<file path="config.mk">
export PLATFORM = sky130hd
export DESIGN_NAME = sine_cosine_taylor_series
export DESIGN_NICKNAME = d
export VERILOG_FILES = /design/src/rtl/sct_pkg.sv /design/src/rtl/sine_cosine_taylor_series.sv /design/src/rtl/sct_mac.sv
export SDC_FILE = /design/constraint.sdc
export NUM_CORES = 2
export LEC_CHECK = 0
export ABC_AREA = 1
export BUFFER_PORTS_ARGS = -buffer_cell sky130_fd_sc_hd__buf_2
export CORE_MARGIN = 3
export CORE_UTILIZATION = 40
export CTS_BUF_LIST = sky130_fd_sc_hd__clkbuf_8
export DETAILED_ROUTE_END_ITERATION = 7
export GPL_TIMING_DRIVEN = 0
export MAX_ROUTING_LAYER = met4
export RECOVER_POWER = 25
export SLEW_MARGIN = 20
export SYNTH_ARGS = -nofsm -noshare
export SYNTH_HDL_FRONTEND = slang
export SYNTH_HIERARCHICAL = 1
export SYNTH_SLANG_ARGS = --single-unit
</file>
<file path="constraint.sdc">
create_clock -name clk -period 22 [get_ports clk]
set_clock_uncertainty 0.1 [all_clocks]
set_input_delay 3.3 -clock clk [delete_from_list [all_inputs] [get_ports clk]]
set_output_delay 3.3 -clock clk [all_outputs]
set_load 0.05 [all_outputs]
</file>
<file path="src/rtl/sct_pkg.sv">
// Shared types and constants for the Taylor-series sine/cosine block.
`default_nettype none

package sct_pkg;

	// Default number of series terms
	localparam int SCT_SERIES_TERMS = 10;

	// Port field widths
	localparam int SCT_ANGLE_W = 32;
	localparam int SCT_OUT_W   = 32;

	// Shared multiplier: full operand, partial operand and accumulator widths
	localparam int SCT_OPND_W = 36;
	localparam int SCT_PART_W = SCT_OPND_W / 2;
	localparam int SCT_ACC_W  = 2 * SCT_OPND_W;

	// Dividend bound (bits) covered exactly by the reciprocal multiply
	localparam int SCT_DIVN_W = 35;
	localparam int SCT_SHIFT_W = 6;
	localparam int SCT_HALF_W  = 10;

	// Angle constants in Q3.28, one in Q.30
	localparam int SCT_RED_W = SCT_ANGLE_W + 1;
	localparam logic signed [SCT_RED_W-1:0] SCT_PI_Q28     = 33'sd843314857;
	localparam logic signed [SCT_RED_W-1:0] SCT_TWO_PI_Q28 = 33'sd1686629713;
	localparam logic [SCT_OPND_W-1:0]       SCT_ONE_Q30    = 36'd1073741824;

	// Control of the shared multiply-accumulate unit
	typedef struct packed {
		logic en;   // run one pass
		logic hi;   // upper half of b, accumulate shifted
	} sct_mac_ctl_t;

endpackage

`default_nettype wire

</file>
<file path="src/rtl/sine_cosine_taylor_series.sv">
// Top level: fixed-point sine and cosine by Horner-form Taylor series.
//
//  Channel  Direction  Payload (low bit up)                        Transfer when
//  s_axis   in         tdata[31:0] angle (Q3.28)                   tvalid & tready
//  m_axis   out        tdata[31:0] sine_value, [63:32] cosine_value tvalid & tready
//
// A new angle is taken only when the previous one is finished: the angle
// is reduced into [-pi, pi], each of the 4*SERIES_TERMS-2 products takes two
// passes of the single 36x18 multiplier and a finishing step, the output
// register is loaded once it is free, and the idle state takes the next
// transfer.
// Reset clears the sequencer and the output valid. A result held by a stalled
// m_axis does not block the next angle; only a second finished result waits.
`default_nettype none

module sine_cosine_taylor_series #(
	parameter int SERIES_TERMS = sct_pkg::SCT_SERIES_TERMS
) (
	input  wire                              clk,
	input  wire                              arst_n,
	input  wire                              s_axis_tvalid,
	output logic                             s_axis_tready,
	input  wire  [sct_pkg::SCT_ANGLE_W-1:0]  s_axis_tdata,   // [31:0] angle
	output logic                             m_axis_tvalid,
	input  wire                              m_axis_tready,
	output logic [2*sct_pkg::SCT_OUT_W-1:0]  m_axis_tdata    // [31:0] sine_value,
	                                                          // [63:32] cosine_value
);
	import sct_pkg::*;

	localparam int KW = $clog2(SERIES_TERMS);
	localparam int SINE_W = 41;

	typedef enum logic [5:0] {
		ST_IDLE = 6'b000001,
		ST_RED  = 6'b000010,
		ST_MLO  = 6'b000100,
		ST_MHI  = 6'b001000,
		ST_FIN  = 6'b010000,
		ST_OUT  = 6'b100000
	} state_t;

	typedef enum logic [1:0] {
		OP_SQ = 2'd0,   // r * r
		OP_PM = 2'd1,   // x2 * h
		OP_DV = 2'd2,   // divide by reciprocal multiply
		OP_SN = 2'd3    // r * h for the sine
	} op_t;

	state_t                     state_q;
	op_t                        op_q;
	logic                       red_cnt_q;
	logic [KW-1:0]              k_q;
	logic                       csel_q;
	logic signed [SCT_RED_W-1:0] r_q;
	logic [SCT_OPND_W-1:0]      x2_q;
	logic [SCT_OPND_W-1:0]      hs_q;
	logic [SCT_OPND_W-1:0]      hc_q;
	logic [SCT_OPND_W-1:0]      n_q;
	logic                       pneg_q;
	logic signed [SINE_W-1:0]   s_q;
	logic                       m_valid_q;
	logic [2*SCT_OUT_W-1:0]     m_data_q;

	// Per-term reciprocal tables
	logic [SCT_OPND_W-1:0]  recip_s [SERIES_TERMS];
	logic [SCT_OPND_W-1:0]  recip_c [SERIES_TERMS];
	logic [SCT_SHIFT_W-1:0] shift_s [SERIES_TERMS];
	logic [SCT_SHIFT_W-1:0] shift_c [SERIES_TERMS];
	logic [SCT_HALF_W-1:0]  half_s  [SERIES_TERMS];
	logic [SCT_HALF_W-1:0]  half_c  [SERIES_TERMS];

	sct_mac_ctl_t          mac_ctl;
	logic [SCT_OPND_W-1:0] mac_a;
	logic [SCT_OPND_W-1:0] mac_b;
	logic [SCT_ACC_W-1:0]  acc;

	logic [SCT_RED_W-1:0]   r_mag;
	logic [SCT_OPND_W-1:0]  h_sel;
	logic [SCT_OPND_W-1:0]  h_mag;
	logic [SCT_OPND_W-1:0]  hs_mag;
	logic [SCT_OPND_W-1:0]  recip_sel;
	logic [SCT_SHIFT_W-1:0] shift_sel;
	logic [SCT_HALF_W-1:0]  half_sel;
	logic [SCT_ACC_W-1:0]   rnd26;
	logic [SCT_ACC_W-1:0]   rnd28;
	logic [SCT_ACC_W-1:0]   rnd30;
	logic [SCT_ACC_W-1:0]   quot_wide;
	logic [SCT_OPND_W-1:0]  quot;
	logic [SCT_OPND_W-1:0]  h_next;
	logic [SINE_W-2:0]      s_mag;
	logic                   s_neg;
	logic                   out_free;

	// Build the reciprocal tables at elaboration; quotient is exact for dividends below 2^35
	for (genvar g = 0; g < SERIES_TERMS; g++) begin : g_tab
		localparam int DS = (g == 0) ? 2 : (2*g) * (2*g + 1);
		localparam int DC = (g == 0) ? 2 : (2*g - 1) * (2*g);
		localparam int SS = SCT_DIVN_W + $clog2(DS);
		localparam int SC = SCT_DIVN_W + $clog2(DC);
		localparam logic [SCT_ACC_W-1:0] MS = ((72'd1 << SS) + DS - 1) / DS;
		localparam logic [SCT_ACC_W-1:0] MC = ((72'd1 << SC) + DC - 1) / DC;
		assign recip_s[g] = MS[SCT_OPND_W-1:0];
		assign recip_c[g] = MC[SCT_OPND_W-1:0];
		assign shift_s[g] = SCT_SHIFT_W'(SS);
		assign shift_c[g] = SCT_SHIFT_W'(SC);
		assign half_s[g]  = SCT_HALF_W'(DS / 2);
		assign half_c[g]  = SCT_HALF_W'(DC / 2);
	end

	function automatic logic [SCT_OUT_W-1:0] sat32(input logic signed [SINE_W-1:0] v);
		logic [SCT_OUT_W-1:0] res;
		if (v > 41'sd2147483647)
			res = 32'h7fff_ffff;
		else if (v < -41'sd2147483648)
			res = 32'h8000_0000;
		else
			res = v[SCT_OUT_W-1:0];
		return res;
	endfunction

	// Magnitudes and per-chain selections
	assign r_mag     = r_q[SCT_RED_W-1] ? SCT_RED_W'(-r_q) : SCT_RED_W'(r_q);
	assign h_sel     = csel_q ? hc_q : hs_q;
	assign h_mag     = h_sel[SCT_OPND_W-1] ? (~h_sel + 1'b1) : h_sel;
	assign hs_mag    = hs_q[SCT_OPND_W-1] ? (~hs_q + 1'b1) : hs_q;
	assign recip_sel = csel_q ? recip_c[k_q] : recip_s[k_q];
	assign shift_sel = csel_q ? shift_c[k_q] : shift_s[k_q];
	assign half_sel  = csel_q ? half_c[k_q]  : half_s[k_q];

	// Operand select for the shared multiplier
	always_comb begin
		mac_a = '0;
		mac_b = '0;
		unique case (op_q)
			OP_SQ: begin
				mac_a = SCT_OPND_W'(r_mag);
				mac_b = SCT_OPND_W'(r_mag);
			end
			OP_PM: begin
				mac_a = x2_q;
				mac_b = h_mag;
			end
			OP_DV: begin
				mac_a = n_q;
				mac_b = recip_sel;
			end
			OP_SN: begin
				mac_a = SCT_OPND_W'(r_mag);
				mac_b = hs_mag;
			end
			default: begin
				mac_a = '0;
				mac_b = '0;
			end
		endcase
	end

	assign mac_ctl.en = (state_q == ST_MLO) || (state_q == ST_MHI);
	assign mac_ctl.hi = (state_q == ST_MHI);

	sct_mac u_mac (
		.clk (clk),
		.ctl (mac_ctl),
		.a   (mac_a),
		.b   (mac_b),
		.acc (acc)
	);

	// Round-to-nearest shifts and the Horner update
	assign rnd26     = acc + (72'd1 << 25);
	assign rnd28     = acc + (72'd1 << 27);
	assign rnd30     = acc + (72'd1 << 29);
	assign quot_wide = acc >> shift_sel;
	assign quot      = quot_wide[SCT_OPND_W-1:0];
	assign h_next    = pneg_q ? (SCT_ONE_Q30 + quot) : (SCT_ONE_Q30 - quot);
	assign s_mag     = rnd28[SINE_W-2+28:28];
	assign s_neg     = r_q[SCT_RED_W-1] ^ hs_q[SCT_OPND_W-1];

	assign out_free = !m_valid_q || m_axis_tready;

	// Sequencer
	always_ff @(posedge clk or negedge arst_n) begin
		if (!arst_n) begin
			state_q   <= ST_IDLE;
			op_q      <= OP_SQ;
			red_cnt_q <= 1'b0;
			k_q       <= '0;
			csel_q    <= 1'b0;
		end else begin
			unique case (state_q)
				ST_IDLE: begin
					if (s_axis_tvalid) begin
						state_q   <= ST_RED;
						red_cnt_q <= 1'b0;
					end
				end
				ST_RED: begin
					red_cnt_q <= 1'b1;
					if (red_cnt_q) begin
						state_q <= ST_MLO;
						op_q    <= OP_SQ;
					end
				end
				ST_MLO: state_q <= ST_MHI;
				ST_MHI: state_q <= ST_FIN;
				ST_FIN: begin
					unique case (op_q)
						OP_SQ: begin
							state_q <= ST_MLO;
							op_q    <= OP_PM;
							k_q     <= KW'(SERIES_TERMS - 1);
							csel_q  <= 1'b0;
						end
						OP_PM: begin
							state_q <= ST_MLO;
							op_q    <= OP_DV;
						end
						OP_DV: begin
							state_q <= ST_MLO;
							csel_q  <= ~csel_q;
							if (csel_q && k_q == KW'(1)) begin
								op_q <= OP_SN;
							end else begin
								op_q <= OP_PM;
								if (csel_q)
									k_q <= k_q - KW'(1);
							end
						end
						OP_SN: state_q <= ST_OUT;
						default: state_q <= ST_IDLE;
					endcase
				end
				ST_OUT: begin
					if (out_free)
						state_q <= ST_IDLE;
				end
				default: state_q <= ST_IDLE;
			endcase
		end
	end

	// Datapath registers
	always_ff @(posedge clk) begin
		if (state_q == ST_IDLE && s_axis_tvalid)
			r_q <= {s_axis_tdata[SCT_ANGLE_W-1], s_axis_tdata};
		if (state_q == ST_RED) begin
			if (r_q > SCT_PI_Q28)
				r_q <= r_q - SCT_TWO_PI_Q28;
			else if (r_q < -SCT_PI_Q28)
				r_q <= r_q + SCT_TWO_PI_Q28;
		end
		if (state_q == ST_FIN) begin
			unique case (op_q)
				OP_SQ: begin
					x2_q <= rnd26[SCT_OPND_W-1+26:26];
					hs_q <= SCT_ONE_Q30;
					hc_q <= SCT_ONE_Q30;
				end
				OP_PM: begin
					n_q    <= rnd30[SCT_OPND_W-1+30:30] + SCT_OPND_W'(half_sel);
					pneg_q <= h_sel[SCT_OPND_W-1];
				end
				OP_DV: begin
					if (csel_q)
						hc_q <= h_next;
					else
						hs_q <= h_next;
				end
				OP_SN: s_q <= s_neg ? -$signed({1'b0, s_mag}) : $signed({1'b0, s_mag});
				default: s_q <= s_q;
			endcase
		end
	end

	// Output register: hold until the transfer completes
	always_ff @(posedge clk or negedge arst_n) begin
		if (!arst_n) begin
			m_valid_q <= 1'b0;
		end else begin
			if (state_q == ST_OUT && out_free)
				m_valid_q <= 1'b1;
			else if (m_axis_tready)
				m_valid_q <= 1'b0;
		end
	end

	always_ff @(posedge clk) begin
		if (state_q == ST_OUT && out_free)
			m_data_q <= {sat32(SINE_W'($signed(hc_q))), sat32(s_q)};
	end

	assign s_axis_tready = (state_q == ST_IDLE);
	assign m_axis_tvalid = m_valid_q;
	assign m_axis_tdata  = m_data_q;

endmodule

`default_nettype wire

</file>
<file path="src/rtl/sct_mac.sv">
// Shared two-pass unsigned multiplier with accumulator.
`default_nettype none

module sct_mac (
	input  wire                                clk,
	input  wire  sct_pkg::sct_mac_ctl_t        ctl,
	input  wire  [sct_pkg::SCT_OPND_W-1:0]     a,
	input  wire  [sct_pkg::SCT_OPND_W-1:0]     b,
	output logic [sct_pkg::SCT_ACC_W-1:0]      acc
);
	import sct_pkg::*;

	logic [SCT_PART_W-1:0]            b_part;
	logic [SCT_OPND_W+SCT_PART_W-1:0] prod;
	logic [SCT_ACC_W-1:0]             acc_q;

	// Select the half of b for this pass
	assign b_part = ctl.hi ? b[SCT_OPND_W-1:SCT_PART_W] : b[SCT_PART_W-1:0];
	assign prod   = a * b_part;

	// Load low partial product, then add the shifted high one
	always_ff @(posedge clk) begin
		if (ctl.en) begin
			if (ctl.hi)
				acc_q <= acc_q + {prod, {SCT_PART_W{1'b0}}};
			else
				acc_q <= {{(SCT_ACC_W-SCT_OPND_W-SCT_PART_W){1'b0}}, prod};
		end
	end

	assign acc = acc_q;

endmodule

`default_nettype wire

</file>
* Yosys cells after proc, flatten, opt, wreduce, memory -nomap -nowiden
Memory sizes are Yosys's and may differ from the RTL's. Cells that the tools add are included.
Word-level totals: register bits after elaboration 370, ROM bits 1664, bits of input ports 36, output and inout port bits 66, logic and storage cells 144, memories kept 6
Cells by class: $add $sub $neg 14, $mul 1, magnitude comparators 7, equality and inequality tests 17, shift-type cells 1, mux-type cells 52, bitwise operators 5, reduce and logical (&&, ||, !) cells 23
Memories:
- (name not given) | depth 16, bits a word 36, rd ports 1, clocked after memory_dff 0, write ports 0, RTL line sine_cosine_taylor_series.sv:127 | assign recip_sel = csel_q ? recip_c[k_q] : recip_s[k_q];
- (name not given) | depth 16, bits a word 36, rd ports 1, clocked after memory_dff 0, write ports 0, RTL line sine_cosine_taylor_series.sv:127
- (name not given) | depth 16, bits a word 10, rd ports 1, clocked after memory_dff 0, write ports 0, RTL line sine_cosine_taylor_series.sv:129 | assign half_sel = csel_q ? half_c[k_q] : half_s[k_q];
- (name not given) | depth 16, bits a word 10, rd ports 1, clocked after memory_dff 0, write ports 0, RTL line sine_cosine_taylor_series.sv:129
- (name not given) | depth 16, bits a word 6, rd ports 1, clocked after memory_dff 0, write ports 0, RTL line sine_cosine_taylor_series.sv:128 | assign shift_sel = csel_q ? shift_c[k_q] : shift_s[k_q];
- (name not given) | depth 16, bits a word 6, rd ports 1, clocked after memory_dff 0, write ports 0, RTL line sine_cosine_taylor_series.sv:128
Operators with widths (number):
- 36-bit 2-to-1 mux | 11
- 33-bit 2-to-1 mux | 5
- 36-bit one-hot mux with 2 select lines | 2
- 36-bit one-hot mux with 4 select lines | 1
- 36-bit one-hot mux with 3 select lines | 1
- 36-bit by 1-bit adder with 36-bit output (second input constant) | 2
- 72-bit adder | 1
- 36-bit NOT | 2
- 72-bit by 6-bit >> shifter with 36-bit output | 1
- 68-bit by 28-bit adder with 68-bit output (second input constant) | 1
- 66-bit by 30-bit adder with 66-bit output (second input constant) | 1
- 32-bit 2-to-1 mux | 2
- 62-bit by 26-bit adder with 62-bit output (second input constant) | 1
- 36-bit by 18-bit multiplier with 54-bit output | 1
- 54-bit 2-to-1 mux | 1
- 10-bit 2-to-1 mux | 5
- 6-bit 2-to-1 mux | 8
- 41-bit by 32-bit greater-than comparator with 1-bit output (second input constant) | 1
- 41-bit by 32-bit < comparator with 1-bit output (second input constant) | 1
- 40-bit negator with 41-bit output | 1
- 40-bit 2-to-1 mux | 1
- 31-bit by 36-bit adder with 36-bit output (first input constant) | 1
- 36-bit by 10-bit adder with 36-bit output | 1
- 36-bit by 32-bit greater-than comparator with 1-bit output (second input constant) | 1
- 43 further kinds | 67

* Logic depth before layout (Yosys ltp)
word-level depth 10, depth in mapped cells 62, mapped depth without buffers 60

* Cells and area by module
Netlist, hierarchy kept.
Modules (own cells, without submodules):
- sct_mac | instances 1, cells each 3722, area each 27705.3 sq um, sequential area each 2162.1 sq um
- sine_cosine_taylor_series | instances 1, cells each 3767, area each 25831.0 sq um, sequential area each 8544.4 sq um

* Worst setup path before layout
Ideal clock, no wire load.
path type flip-flop to flip-flop, start register csel_q, end register u_mac.acc_q[61], in the netlist u_mac/acc[61] (data pin), library setup time 0.253 ns, arrival 9.035 ns, required time 21.647 ns, path slack 12.612 ns, stages on the path, launching flop included 58, path buffers 4, clock period less this slack 9.388 ns, cell sequence dfrtp_1 -> buf_6 -> buf_4 -> o21ai_1 -> nand3_1 -> nor2_1 -> nand2_1 -> nor2_1 -> nand2_1 -> nor2_4 -> nand3_1 -> inv_1 -> nand2_1 -> o21ai_0 -> inv_1 -> nand2_1 -> nand3_1 -> a41oi_1 -> [... 22 more ...] -> nand2_1 -> nand2_1 -> or2_1 -> and2_1 -> ha_1 -> nand2_1 -> nor2_1 -> inv_1 -> nor2_1 -> inv_1 -> nor2_1 -> nand3_1 -> nand3_1 -> nand2_1 -> nand2_1 -> nand2_1 -> nand2_1 -> nor2_1
Between the ends: cells in the longest elaborated chain, start to end 8, elaborated cells between the ends (all ways) 9, classes of those cells 2 x add/sub; 1 x mul; 5 x mux; 1 x bitwise
Ends and longest elaborated chain:
- start, declared | RTL line sine_cosine_taylor_series.sv:54 | logic csel_q;
- start signal, assigned | RTL line sine_cosine_taylor_series.sv:221 | csel_q <= ~csel_q;
- 36-bit 2-to-1 mux | RTL line sine_cosine_taylor_series.sv:124 | assign h_sel = csel_q ? hc_q : hs_q;
- 36-bit NOT | RTL line sine_cosine_taylor_series.sv:125 | assign h_mag = h_sel[SCT_OPND_W-1] ? (~h_sel + 1'b1) : h_sel;
- 36-bit by 1-bit adder with 36-bit output | RTL line sine_cosine_taylor_series.sv:125
- 36-bit 2-to-1 mux | RTL line sine_cosine_taylor_series.sv:125
- 36-bit one-hot mux with 4 select lines * | RTL line sine_cosine_taylor_series.sv:135 | unique case (op_q)
- named net mac_b[25] | RTL line sine_cosine_taylor_series.sv:75 | logic [SCT_OPND_W-1:0] mac_b;
- 18-bit 2-to-1 mux * | RTL line sct_mac.sv:18 | assign b_part = ctl.hi ? b[SCT_OPND_W-1:SCT_PART_W] : b[SCT_PART_W-1:0];
- 36-bit by 18-bit multiplier with 54-bit output * | RTL line sct_mac.sv:19 | assign prod = a * b_part;
- 72-bit adder * | RTL line sct_mac.sv:25 | acc_q <= acc_q + {prod, {SCT_PART_W{1'b0}}};
- end signal, assigned | RTL line sct_mac.sv:25
- end signal, assigned | RTL line sct_mac.sv:27 | acc_q <= {{(SCT_ACC_W-SCT_OPND_W-SCT_PART_W){1'b0}}, prod};
- end, declared | RTL line sct_mac.sv:15 | logic [SCT_ACC_W-1:0] acc_q;
Mark *: on every way through the listed nets, which the timed path passes. The rest lies on a longest branch. A chain may end at the register's enable or synchronous reset.

* Final worst setup path
start register csel_q, end register u_mac.acc_q[49], in the netlist u_mac/acc[49] (data pin)
Between the ends: cells in the longest elaborated chain, start to end 9, elaborated cells between the ends (all ways) 10, classes of those cells 2 x add/sub; 1 x mul; 6 x mux; 1 x bitwise
Ends and longest elaborated chain:
- 36-bit 2-to-1 mux | RTL line sine_cosine_taylor_series.sv:124
- 36-bit NOT | RTL line sine_cosine_taylor_series.sv:125
- 36-bit by 1-bit adder with 36-bit output | RTL line sine_cosine_taylor_series.sv:125
- 36-bit 2-to-1 mux | RTL line sine_cosine_taylor_series.sv:125
- 36-bit one-hot mux with 4 select lines * | RTL line sine_cosine_taylor_series.sv:135
- named net mac_b[7] | RTL line sine_cosine_taylor_series.sv:75
- 18-bit 2-to-1 mux * | RTL line sct_mac.sv:18
- 36-bit by 18-bit multiplier with 54-bit output * | RTL line sct_mac.sv:19
- 72-bit adder | RTL line sct_mac.sv:25
- 54-bit 2-to-1 mux * | RTL line sct_mac.sv:24 | if (ctl.hi)
Marks and branches as above.

==> results.py <==
metrics = {
    "timing": {
        "fmax_ghz": 0.0699,
        "slew_viol_final": 72,
        "hold_viol": 0,
        "worst_slew_pin_slew_ns": 2.87,
        "setup_ws_ns": 7.69,
        "period_share": 0.650,
        "tns_ns": 0,
        "whs_ns": 0.383,
        "setup_viol": 0,
        "rsz0062_at_grt": "no",
        "min_period_ns": 14.31,
        "timing.slew.headroom": -0.912,
    },
    "detailed_routing": {
        "vias": 51700,
        "drt-vias-per-instance": 5.50,
        "wl_per_cell_um": 23.6,
        "ant_nets": 0,
        "firstDrtPassIters": 6,
        "routed_wl_um": 222000,
        "drt-initial-drc-count": 5256,
        "drcViolationCount": 0,
    },
    "logic_synthesis": {
        "mappedNetlistArea_um2": 52900,
        "syn_nets": 8237,
        "synth_area_per_cell_um2": 7.11,
        "syn_inst": 7436,
        "ys_warn_count": 6,
    },
    "cts": {
        "clk_path_buf_depth": 3,
        "cts_hold_buffers": 0,
        "tritoncts": "done",
        "cts_buffers": 68,
        "insertion_delay_ns": 0.76,
        "cts.clk_slew.worst_paths_ns": 0.06,
        "clockRootBuffer": "clkbuf_8",
        "post_cts_buffers": 0,
        "h-tree-depth": 3,
        "cts-resized-gates": 0,
        "clock-sinks": 352,
    },
    "placed_design": {
        "pre_cts_slack_ns": 9.09,
        "dp_hpwl_um": 186000,
        "place_congestion": 1.01,
        "io_buffers": 101,
    },
    "global_route": {
        "grt_pass1_wl_um": 329000,
        "grt-ovfl-total": 0,
        "grt_use_total": 0.332,
        "grt_pass1_vias": 50400,
        "grt_antenna_before_repair": 2,
        "grt_max_degree": 44,
    },
    "finish": {
        "nets": 8417,
        "fin_util": 0.438,
        "n_fill_cell": 13800,
        "ff_latch_area_um2": 10200,
        "layout-drive-gt1-share": 0.0662,
        "multi_input_area_um2": 36200,
        "area.growth.synth_to_final_pct": 8.02,
    },
    "run_status": {
        "violations": "capacitance limit, slew limit",
        "run_status": "finished with violations",
    },
    "die": {
        "io-pin-count": 102,
        "die-area_um2": 137000,
        "fp.dieH_um": 370,
        "row_count": 132,
        "die_x_um": 370,
        "core_area_um2": 130000,
        "initial_core_util": 0.406,
    },
    "worst_hold_path": {
        "holdPathStages": 2,
        "worst_hold_path_type": "flop to flop",
    },
    "flow_run": {
        "cap_violations": 4,
    },
    "critical_path": {
        "cpPeakStageDelay_ns": 0.63,
        "end_kind": "flop",
        "startpoint_type": "flop",
        "rr_worst_depth": 49,
        "worstPathArrival_ns": 14.65,
        "required_ns": 22.34,
        "path_class": "flop to flop",
        "cp_common_cell": "inv_1",
        "crit_slowest_cell": "fa_1",
        "critPathMaxFanout": 10,
    },
}
[metrics by stage]
stage	instance area [um2]	instances
global placement	55500	9279
floorplan	52900	7436
detailed placement	55800	9288
finish	57100	9416
global route	57100	9413
CTS	57200	9412
[sequential cells by signal (all words and copies together), names as in the netlist, 6 cells and up]
register,count
hc_q,36
hs_q,36
m_axis_tdata,64
n_q,36
r_q,33
s_q,41
state_q,6
u_mac/acc,54
x2_q,36
[critical path, delay by kind of cell, from the launching register on]
family                     cells  cell delay (ns)
buffers and inverters         19             4.79
adders and majority gates      8             4.07
DFF                            1             0.32
and+or+nand+nor               15             2.40
AOI/OAI and AO/OA              5             1.60
xor gates and xnor gates       2             0.70
[area by class of cell]
| class | instances | area share |
|---|---|---|
| repair buffers | 110 | 0.0117 |
| well taps | 1742 | 0.0382 |
| clock buffers | 70 | 0.0169 |
| clock inverters | 54 | 0.00787 |
| diodes | 4 | 0.000175 |
| multi-input cells | 5415 | 0.634 |
| plain buffers | 308 | 0.0239 |
| flip-flops and latches | 352 | 0.178 |
| inverters | 1361 | 0.0896 |
[final timing paths]
path,startpoint,endpoint,slack [ns]
max,csel_q$_DFFE_PN0P_,u_mac/acc[49]$_DFFE_PP_,7.69
min,red_cnt_q$_DFFE_PN0P_,red_cnt_q$_DFFE_PN0P_,0.38
max reg2reg,csel_q$_DFFE_PN0P_,u_mac/acc[49]$_DFFE_PP_,7.69
min reg2reg,red_cnt_q$_DFFE_PN0P_,red_cnt_q$_DFFE_PN0P_,0.38
max in group asynchronous,arst_n,csel_q$_DFFE_PN0P_,18.40
min in group asynchronous,arst_n,m_axis_tvalid$_DFFE_PN0P_,2.68
[cell usage in the layout, fill, tap and decap left out, drive strengths merged, types with 236 or more instances in the layout]
cell and n:
fa 546, o21ai 359, edfxtp 304, nand3 587
xor2 236, inv 1366, nand2 1775, a21oi 348
nor2 777, clkbuf 262
[routing by layer]
metal / share of wire / global-route usage / up-vias
met4: 0.044 / 0.118 / 0
met3: 0.092 / 0.0748 / 433
met2: 0.44 / 0.494 / 2406
met5: 0 / - / -
met1: 0.43 / 0.443 / 25100
li1: - / - / 23800
Power is left out: the tool's default activity adds up to more than one toggle a clock period on the data nets, which glitch-free logic cannot reach.
